$ cat src/rtl/glp_pkg.sv
// Shared types, codes and the number-field step function for the line parser.
// No dependencies; used by glp_num_lane and genomic_interval_line_parser_core.
package glp_pkg;

	localparam logic [7:0] CH_TAB   = 8'd9;
	localparam logic [7:0] CH_NL    = 8'd10;
	localparam logic [7:0] CH_SPACE = 8'd32;
	localparam logic [7:0] CH_HASH  = 8'd35;
	localparam logic [7:0] CH_PLUS  = 8'd43;
	localparam logic [7:0] CH_MINUS = 8'd45;
	localparam logic [7:0] CH_DEL   = 8'd127;

	localparam logic [1:0] CLS_EMPTY   = 2'd0;
	localparam logic [1:0] CLS_COMMENT = 2'd1;
	localparam logic [1:0] CLS_OK      = 2'd2;
	localparam logic [1:0] CLS_ERROR   = 2'd3;

	localparam logic [1:0] ERR_NONE     = 2'd0;
	localparam logic [1:0] ERR_FEW      = 2'd1;
	localparam logic [1:0] ERR_NEGATIVE = 2'd2;
	localparam logic [1:0] ERR_BAD_NUM  = 2'd3;

	localparam logic [1:0] STR_UNKNOWN = 2'd0;
	localparam logic [1:0] STR_PLUS    = 2'd1;
	localparam logic [1:0] STR_MINUS   = 2'd2;

	typedef enum logic [1:0] {
		PH_LEAD,
		PH_COMMENT,
		PH_DATA
	} phase_t;

	typedef enum logic [2:0] {
		NS_LEAD,
		NS_SIGN,
		NS_DIGIT,
		NS_TRAIL,
		NS_BAD,
		NS_NEG
	} num_state_t;

	typedef struct packed {
		num_state_t  st;
		logic [31:0] acc;
	} num_t;

	function automatic logic is_blank(input logic [7:0] b);
		return (b == CH_SPACE) || (b >= 8'd9 && b <= 8'd13);
	endfunction

	function automatic num_t num_step(input num_t cur, input logic [7:0] b);
		num_t        nx;
		logic        dig;
		logic [3:0]  d;
		logic [35:0] prod;
		nx   = cur;
		dig  = (b >= 8'd48) && (b <= 8'd57);
		d    = 4'(b - 8'd48);
		prod = ({4'd0, cur.acc} << 3) + ({4'd0, cur.acc} << 1) + 36'(d);
		case (cur.st)
			NS_LEAD: begin
				if (!is_blank(b)) begin
					if (b == CH_MINUS) nx.st = NS_NEG;
					else if (b == CH_PLUS) nx.st = NS_SIGN;
					else if (dig) begin
						nx.st  = NS_DIGIT;
						nx.acc = 32'(d);
					end else nx.st = NS_BAD;
				end
			end
			NS_SIGN: begin
				if (dig) begin
					nx.st  = NS_DIGIT;
					nx.acc = 32'(d);
				end else nx.st = NS_BAD;
			end
			NS_DIGIT: begin
				if (dig) begin
					if (prod[35:32] != 4'd0) nx.st = NS_BAD;
					else nx.acc = prod[31:0];
				end else if (is_blank(b)) nx.st = NS_TRAIL;
				else nx.st = NS_BAD;
			end
			NS_TRAIL: begin
				if (!is_blank(b)) nx.st = NS_BAD;
			end
			default: ;
		endcase
		return nx;
	endfunction

	function automatic logic [1:0] num_error(input num_state_t st);
		if (st == NS_DIGIT || st == NS_TRAIL) return ERR_NONE;
		return (st == NS_NEG) ? ERR_NEGATIVE : ERR_BAD_NUM;
	endfunction

endpackage

$ cat src/rtl/glp_num_lane.sv
// One numeric field scanner: working and committed state of a decimal field.
// Depends on glp_pkg (num_t, num_step).
module glp_num_lane (
	input  logic          clk,
	input  logic          arst_n,
	input  logic          step,
	input  logic          hit,
	input  logic          commit,
	input  logic          clear,
	input  logic [7:0]    data,
	output glp_pkg::num_t num
);
	import glp_pkg::*;

	num_t work_q, comm_q, nx;

	always_comb begin
		nx = work_q;
		if (hit) nx = num_step(work_q, data);
	end

	always_ff @(posedge clk or negedge arst_n) begin
		if (!arst_n) begin
			work_q <= '{st: NS_LEAD, acc: '0};
			comm_q <= '{st: NS_LEAD, acc: '0};
		end else if (clear) begin
			work_q <= '{st: NS_LEAD, acc: '0};
			comm_q <= '{st: NS_LEAD, acc: '0};
		end else if (step) begin
			work_q <= nx;
			if (commit) comm_q <= nx;
		end
	end

	assign num = comm_q;
endmodule

$ cat src/rtl/genomic_interval_line_parser_core.sv
// Streaming BED/GFF line parser, one line byte per item.
// A line-end byte passes the input register, then its result is held in the output register.
// Accepts one byte per cycle except for the stall below, as the state is updated per byte.
// A result waiting in the output register stalls input only at the next line end.
// Reset (arst_n low) clears all parse state, the format register and both valids.
// Depends on glp_pkg and glp_num_lane.
module genomic_interval_line_parser_core #(
	parameter int LINE_LENGTH_MAX = 65535,
	parameter int FIELD_COUNT_MAX = 255
) (
	input  logic        clk,
	input  logic        arst_n,
	input  logic        cfg_valid,
	output logic        cfg_ready,
	input  logic        record_format,
	input  logic        in_valid,
	output logic        in_ready,
	input  logic [7:0]  line_byte,
	output logic        out_valid,
	input  logic        out_ready,
	output logic [1:0]  line_class,
	output logic [1:0]  error_kind,
	output logic [7:0]  field_count,
	output logic [31:0] start_coord,
	output logic [31:0] end_coord,
	output logic [1:0]  strand_code,
	output logic [15:0] chrom_offset,
	output logic [15:0] chrom_length,
	output logic [15:0] name_offset,
	output logic [15:0] name_length,
	output logic [15:0] comment_offset,
	output logic [15:0] line_length
);
	import glp_pkg::*;

	localparam int PW = $clog2(LINE_LENGTH_MAX + 1);
	localparam int FW = $clog2(FIELD_COUNT_MAX + 1);

	typedef struct packed {
		logic [PW-1:0] pos;
		logic [FW-1:0] fidx;
		phase_t        phase;
		logic [PW-1:0] cpos;
		logic          cfound;
		logic [PW-1:0] off1;
		logic [PW-1:0] off2;
		logic [PW-1:0] off3;
		logic [PW-1:0] off4;
		logic [1:0]    strand5;
		logic [1:0]    strand6;
		logic          taken5;
		logic          taken6;
	} pstate_t;

	logic          fmt_q;
	logic [7:0]    byte_s1;
	logic          vld_s1;
	logic          adv, is_nl, step, commit;
	pstate_t       work_q, comm_q, nx;
	logic [PW-1:0] pos_inc;
	num_t          num [4];

	assign cfg_ready = 1'b1;
	assign is_nl     = (byte_s1 == CH_NL);
	assign adv       = vld_s1 && (!is_nl || !out_valid || out_ready);
	assign in_ready  = !vld_s1 || adv;
	assign step      = adv && !is_nl;
	assign commit    = (byte_s1 >= CH_SPACE) && (byte_s1 != CH_DEL);

	always_ff @(posedge clk or negedge arst_n) begin
		if (!arst_n) fmt_q <= 1'b0;
		else if (cfg_valid) fmt_q <= record_format;
	end

	always_ff @(posedge clk or negedge arst_n) begin
		if (!arst_n) vld_s1 <= 1'b0;
		else if (in_ready) vld_s1 <= in_valid;
	end

	always_ff @(posedge clk) begin
		if (in_ready && in_valid) byte_s1 <= line_byte;
	end

	assign pos_inc = (work_q.pos == PW'(LINE_LENGTH_MAX)) ? work_q.pos : work_q.pos + 1'b1;

	always_comb begin
		nx = work_q;
		if (byte_s1 == CH_TAB) begin
			if (work_q.fidx != FW'(FIELD_COUNT_MAX)) nx.fidx = work_q.fidx + 1'b1;
			if (nx.fidx == FW'(1)) nx.off1 = pos_inc;
			if (nx.fidx == FW'(2)) nx.off2 = pos_inc;
			if (nx.fidx == FW'(3)) nx.off3 = pos_inc;
			if (nx.fidx == FW'(4)) nx.off4 = pos_inc;
		end else begin
			if (work_q.fidx == FW'(5) && !work_q.taken5) begin
				nx.taken5  = 1'b1;
				nx.strand5 = (byte_s1 == CH_PLUS) ? STR_PLUS :
					((byte_s1 == CH_MINUS) ? STR_MINUS : STR_UNKNOWN);
			end
			if (work_q.fidx == FW'(6) && !work_q.taken6) begin
				nx.taken6  = 1'b1;
				nx.strand6 = (byte_s1 == CH_PLUS) ? STR_PLUS :
					((byte_s1 == CH_MINUS) ? STR_MINUS : STR_UNKNOWN);
			end
		end
		if (work_q.phase == PH_LEAD) begin
			if (byte_s1 != CH_SPACE && byte_s1 != CH_TAB) begin
				if (byte_s1 == CH_HASH) begin
					nx.phase = PH_COMMENT;
					nx.cpos  = pos_inc;
				end else nx.phase = PH_DATA;
			end
		end else if (work_q.phase == PH_COMMENT && !work_q.cfound) begin
			if (byte_s1 != CH_SPACE && byte_s1 != CH_TAB) begin
				nx.cfound = 1'b1;
				nx.cpos   = work_q.pos;
			end
		end
		nx.pos = pos_inc;
	end

	always_ff @(posedge clk or negedge arst_n) begin
		if (!arst_n) begin
			work_q <= '{phase: PH_LEAD, default: '0};
			comm_q <= '{phase: PH_LEAD, default: '0};
		end else if (adv && is_nl) begin
			work_q <= '{phase: PH_LEAD, default: '0};
			comm_q <= '{phase: PH_LEAD, default: '0};
		end else if (step) begin
			work_q <= nx;
			if (commit) comm_q <= nx;
		end
	end

	for (genvar k = 0; k < 4; k++) begin : g_lane
		glp_num_lane u_lane (
			.clk    (clk),
			.arst_n (arst_n),
			.step   (step),
			.hit    (byte_s1 != CH_TAB && work_q.fidx == FW'(k + 1)),
			.commit (commit),
			.clear  (adv && is_nl),
			.data   (byte_s1),
			.num    (num[k])
		);
	end

	function automatic logic [15:0] clamp16(input logic [31:0] v);
		return (v > 32'd65535) ? 16'hFFFF : v[15:0];
	endfunction

	function automatic logic [31:0] flen(input logic [31:0] start, input logic [31:0] nxt,
			input logic beyond, input logic [31:0] pos);
		logic [31:0] e;
		e = beyond ? ((nxt > 32'd0) ? nxt - 32'd1 : 32'd0) : pos;
		return (e > start) ? e - start : 32'd0;
	endfunction

	logic [31:0] cnt, fidx32, pos32;
	logic [1:0]  err, cls_n, err_n, strand_n;
	logic [31:0] sc_n, ec_n;
	logic [15:0] clen_n, noff_n, nlen_n, coff_n;
	num_t        na, nb;

	always_comb begin
		fidx32   = 32'(comm_q.fidx);
		pos32    = 32'(comm_q.pos);
		cnt      = fidx32 + 32'd1;
		if (cnt > 32'(FIELD_COUNT_MAX)) cnt = 32'(FIELD_COUNT_MAX);
		na       = fmt_q ? num[2] : num[0];
		nb       = fmt_q ? num[3] : num[1];
		if (cnt < (fmt_q ? 32'd5 : 32'd3)) err = ERR_FEW;
		else if (num_error(na.st) != ERR_NONE) err = num_error(na.st);
		else err = num_error(nb.st);
		cls_n    = CLS_EMPTY;
		err_n    = ERR_NONE;
		sc_n     = '0;
		ec_n     = '0;
		strand_n = STR_UNKNOWN;
		clen_n   = '0;
		noff_n   = '0;
		nlen_n   = '0;
		coff_n   = '0;
		if (comm_q.phase == PH_COMMENT) begin
			cls_n  = CLS_COMMENT;
			coff_n = clamp16(32'(comm_q.cpos));
		end else if (comm_q.phase == PH_DATA) begin
			if (err != ERR_NONE) begin
				cls_n = CLS_ERROR;
				err_n = err;
			end else begin
				cls_n  = CLS_OK;
				sc_n   = na.acc;
				ec_n   = nb.acc;
				clen_n = clamp16(flen(32'd0, 32'(comm_q.off1), fidx32 > 32'd0, pos32));
				if (fmt_q) begin
					if (cnt > 32'd6) strand_n = comm_q.strand6;
					noff_n = clamp16(32'(comm_q.off2));
					nlen_n = clamp16(flen(32'(comm_q.off2), 32'(comm_q.off3),
						fidx32 > 32'd2, pos32));
				end else begin
					if (cnt > 32'd5) strand_n = comm_q.strand5;
					if (cnt > 32'd3) begin
						noff_n = clamp16(32'(comm_q.off3));
						nlen_n = clamp16(flen(32'(comm_q.off3), 32'(comm_q.off4),
							fidx32 > 32'd3, pos32));
					end
				end
			end
		end
	end

	always_ff @(posedge clk or negedge arst_n) begin
		if (!arst_n) out_valid <= 1'b0;
		else if (adv && is_nl) out_valid <= 1'b1;
		else if (out_ready) out_valid <= 1'b0;
	end

	always_ff @(posedge clk) begin
		if (adv && is_nl) begin
			line_class     <= cls_n;
			error_kind     <= err_n;
			field_count    <= (comm_q.phase == PH_DATA) ?
				((cnt > 32'd255) ? 8'hFF : cnt[7:0]) : 8'd0;
			start_coord    <= sc_n;
			end_coord      <= ec_n;
			strand_code    <= strand_n;
			chrom_offset   <= 16'd0;
			chrom_length   <= clen_n;
			name_offset    <= noff_n;
			name_length    <= nlen_n;
			comment_offset <= coff_n;
			line_length    <= clamp16(pos32);
		end
	end

	a_ready_stall: assert property (@(posedge clk) disable iff (!arst_n)
		!in_ready |-> (vld_s1 && is_nl && out_valid && !out_ready))
		else $error("input stalled without a blocked line end");

	a_class_err: assert property (@(posedge clk) disable iff (!arst_n)
		out_valid |-> ((line_class == CLS_ERROR) == (error_kind != ERR_NONE)))
		else $error("error kind disagrees with line class");

	a_nondata_count: assert property (@(posedge clk) disable iff (!arst_n)
		(out_valid && (line_class == CLS_EMPTY || line_class == CLS_COMMENT))
		|-> (field_count == 8'd0 && start_coord == 32'd0))
		else $error("non-data line carries data fields");
endmodule

$ cat config.mk
export PLATFORM = sky130hd
export DESIGN_NAME = genomic_interval_line_parser_core
export DESIGN_NICKNAME = d
export VERILOG_FILES = /design/src/rtl/glp_pkg.sv /design/src/rtl/glp_num_lane.sv /design/src/rtl/genomic_interval_line_parser_core.sv
export SDC_FILE = /design/constraint.sdc
export NUM_CORES = 2
export LEC_CHECK = 0
export BUFFER_PORTS_ARGS = -buffer_cell sky130_fd_sc_hd__buf_4
export CELL_PAD_IN_SITES_DETAIL_PLACEMENT = 1
export CELL_PAD_IN_SITES_GLOBAL_PLACEMENT = 2
export CORE_MARGIN = 3
export CORE_UTILIZATION = 43
export DETAILED_ROUTE_END_ITERATION = 8
export PLACE_DENSITY_LB_ADDON = 0.1
export SYNTH_ARGS = -nofsm -noshare
export SYNTH_HDL_FRONTEND = slang
export SYNTH_SLANG_ARGS = --single-unit
export TNS_END_PERCENT = 100
$ cat constraint.sdc
create_clock -name clk -period 17.45 [get_ports clk]
set_input_delay 3.49 -clock clk [delete_from_list [all_inputs] [get_ports clk]]
set_output_delay 3.49 -clock clk [all_outputs]
set_load 0.05 [all_outputs]
==> flow_summary.toml <==
[outcome]
status = "finished clean"

[setup_path]
endpoint_kind = "output port"
slowest_delay_ps = 290
cp_slowest_cell = "nand2b_1"
start_kind = "input pin"
reg2reg_to = "name_length[3]"
worstPathRequired_ps = 13960
path_common_cell = "buf_4"
worstPathArrival_ps = 4500
reg2reg_slack_ps = 11690
path_cells = "buf_4 -> nand2b_1 -> nor2_1 -> nand2_1 -> buf_4"
reg2reg_from = "comm_q[26]"
crit_fanout = 5
ff2ff_path_depth = 21
worst_path_dominant_cell_family = "simple AND/OR/NAND/NOR gates"
crit_type = "in2out"
path_buf_inv = 2

[cells_and_area]
area_growth_syn_to_layout_pct = 12.19
num-fill-cells = 10890
drive_gt1_share_pct = 9.521
num_antenna_cells = 0
fin_nets = 4845
multi_input_area_um2 = 22600
seq_area_um2 = 17650

[synth]
synth_edf_count = 166
syn_area_um2 = 41730
synthArstFlopShare_pct = 75.30
synth_area_leaders = "dfrtp_1 (30%), edfxtp_1 (12%), ha_1 (9.0%)"
synth_seq_area_share_pct = 42.29
yosys.area.top_type_share_pct = 30.34
synth.distinct_cells = 98
ys_seq_elements = 672
ys.flop_type = "dfrtp_1"
syn_area_per_cell_um2 = 9.315
yosysMostFrequentCell = "dfrtp_1"
synth_common_cells = "dfrtp_1 (506), nand2_1 (497), nor2_1 (401), o21ai_0 (392), a21oi_1 (307)"
syn_inst = 4480
ys_warn_count = 0
synth_top_area_cell = "dfrtp_1"

[sta]
setup_viol = 0
setup_ws_ps = 9461
fin_worst_skew_ps = 17.68
rsz0062_at_grt = "false"
fmax_mhz = 125.2
post-route-period-util_pct = 45.78
fin_crit_ps = 7989
slew-limit-headroom_pct = 13.60
final_hold_viol_count = 0
drv_slew = 0
setup_tns_ps = 0
worst_slew_pin_slew_ps = 1290

[detailed_routing]
totalWireLength_um = 138300
drt_iter0_drc = 2088
post_drt_wl_per_cell_um = 23.62
firstDrtPassIters = 7
drc = 0
drtAntennaViolNets = 0
viasPerCell = 6.040
vias = 35362

[hold_path]
whs_path_depth = 2
hold_path.startpoint = "comm_q[74]"
hold_path_class = "reg2reg"
hold_end = "comm_q[74]"

[global_route]
grt_pass1_wl_um = 217100
grt_overflow = 0
first_global_vias = 36314
grt_start_max_net_pins = 137
antenna_found_initial = 5
gr-usage-all-layers_pct = 26.88

[clock_network]
clock-root-buffer = "clkbuf_16"
cts_setup_buffers = 0
htreeDepth = 3
cts_tree = "yes"
cts.sinks = 672
holdBufCountCts = 0
worstSkewPairLatency_ps = 660
cts_buffers = 81
clock_path_buffers = 3
cts_resized = 0
clkTransAtPathRegs_ps = 60

[placement]
place_ws_ps = 9503
io_buffers = 173
dp_hpwl_um = 97490
gp_congestion = 0.8527

[die]
core.rowCount = 113
die_x_um = 317.5
num_io_pins = 191
core_um2 = 95580
dieHeight_um = 317.5
dieArea_um2 = 100800
initial_utilization_pct = 43.66

[job]
maxCapViolCount = 0

[power_and_ir_drop]
p_leak_uw = 0.02121
ir_drop_uv = 76.10
p_per_area_nw_per_um2 = 100.3
==> area by class of cell <==
cell class | instances | area share, %
clock inverter | 47 | 1.221
inverter | 104 | 0.8498
tap | 1265 | 3.381
sequential | 672 | 37.70
clock buffer | 105 | 4.738
timing repair buffer | 237 | 3.843
multi-input combinational | 3425 | 48.27
==> report_power, final <==
group          internal, µW  switching, µW
logic                   374            637
clock network          1070            721
registers              1720            176
total                  3160           1530
==> state kept, by name (all words and copies together) (netlist names), 32 cells and up <==
name	flops
comm_q	110
end_coord	32
g_lane.u_lane.num	140
g_lane.u_lane.work_q	140
start_coord	32
work_q	113
==> cells by family after synthesis <==
logic type,Yosys count,synth area share (%)
fa+ha+maj,310,9.475
buf+inv,398,3.931
mux,102,2.480
flops,672,42.29
other cells,2,0.01800
simple gates,1373,15.12
compound gates,1440,22.84
xor+xnor,183,3.841
==> worst min-delay path, delay by kind of cell, from the launching register on <==
family | cells | cell delay (ps)
DFF | 1 | 330
AOI/OAI and AO/OA | 1 | 60
and+or+nand+nor | 1 | 40
==> worst max path at each step <==
| stage | startpoint | slack [ps] | cells after the start | endpoint |
|---|---|---|---|---|
| 6_report | out_ready | 9460 | 5 | in_ready |
| 3_3_place_gp | out_ready | 9520 | 5 | in_ready |
| 2_1_floorplan | out_ready | 7830 | 6 | chrom_length[0] |
| 5_1_grt | out_ready | 9370 | 5 | in_ready |
| 4_1_cts | out_ready | 9440 | 5 | in_ready |
| 3_5_place_dp | out_ready | 9500 | 5 | in_ready |
==> routing by layer <==
metal	wire [µm]	track usage, %	vias to the layer above
li1	-	-	16571
met1	65080	37.80	17888
met2	62740	42.67	718
met3	6435	4.382	185
met4	4048	8.041	0
met5	0	0	-
==> through the flow <==
stage	util [%]	cell area [µm²]	hold WS (ps)	cells	total power, µW
after floorplan	-	41790	438.5	4495	2556
after global placement	46.07	44030	456.0	5703	2903
after detailed placement	46.07	44030	463.2	5703	2926
after CTS	48.99	46820	476.6	5855	4734
after global routing	48.99	46820	502.7	5855	4931
final	48.99	46820	469.3	5855	4696
==> placed cells by master, fill, tap and decap left out, types with 110 or more instances in the layout <==
master | netlist | layout
ha_1 | 300 | 300
a21oi_1 | 307 | 306
dfrtp_1 | 506 | 505
nand2_1 | 497 | 496
xnor2_1 | 111 | 111
o21ai_0 | 392 | 390
nor2_1 | 401 | 397
edfxtp_1 | 166 | 166
buf_4 | 18 | 235
a21o_1 | 110 | 110
(Power assumes the default switching activity.)
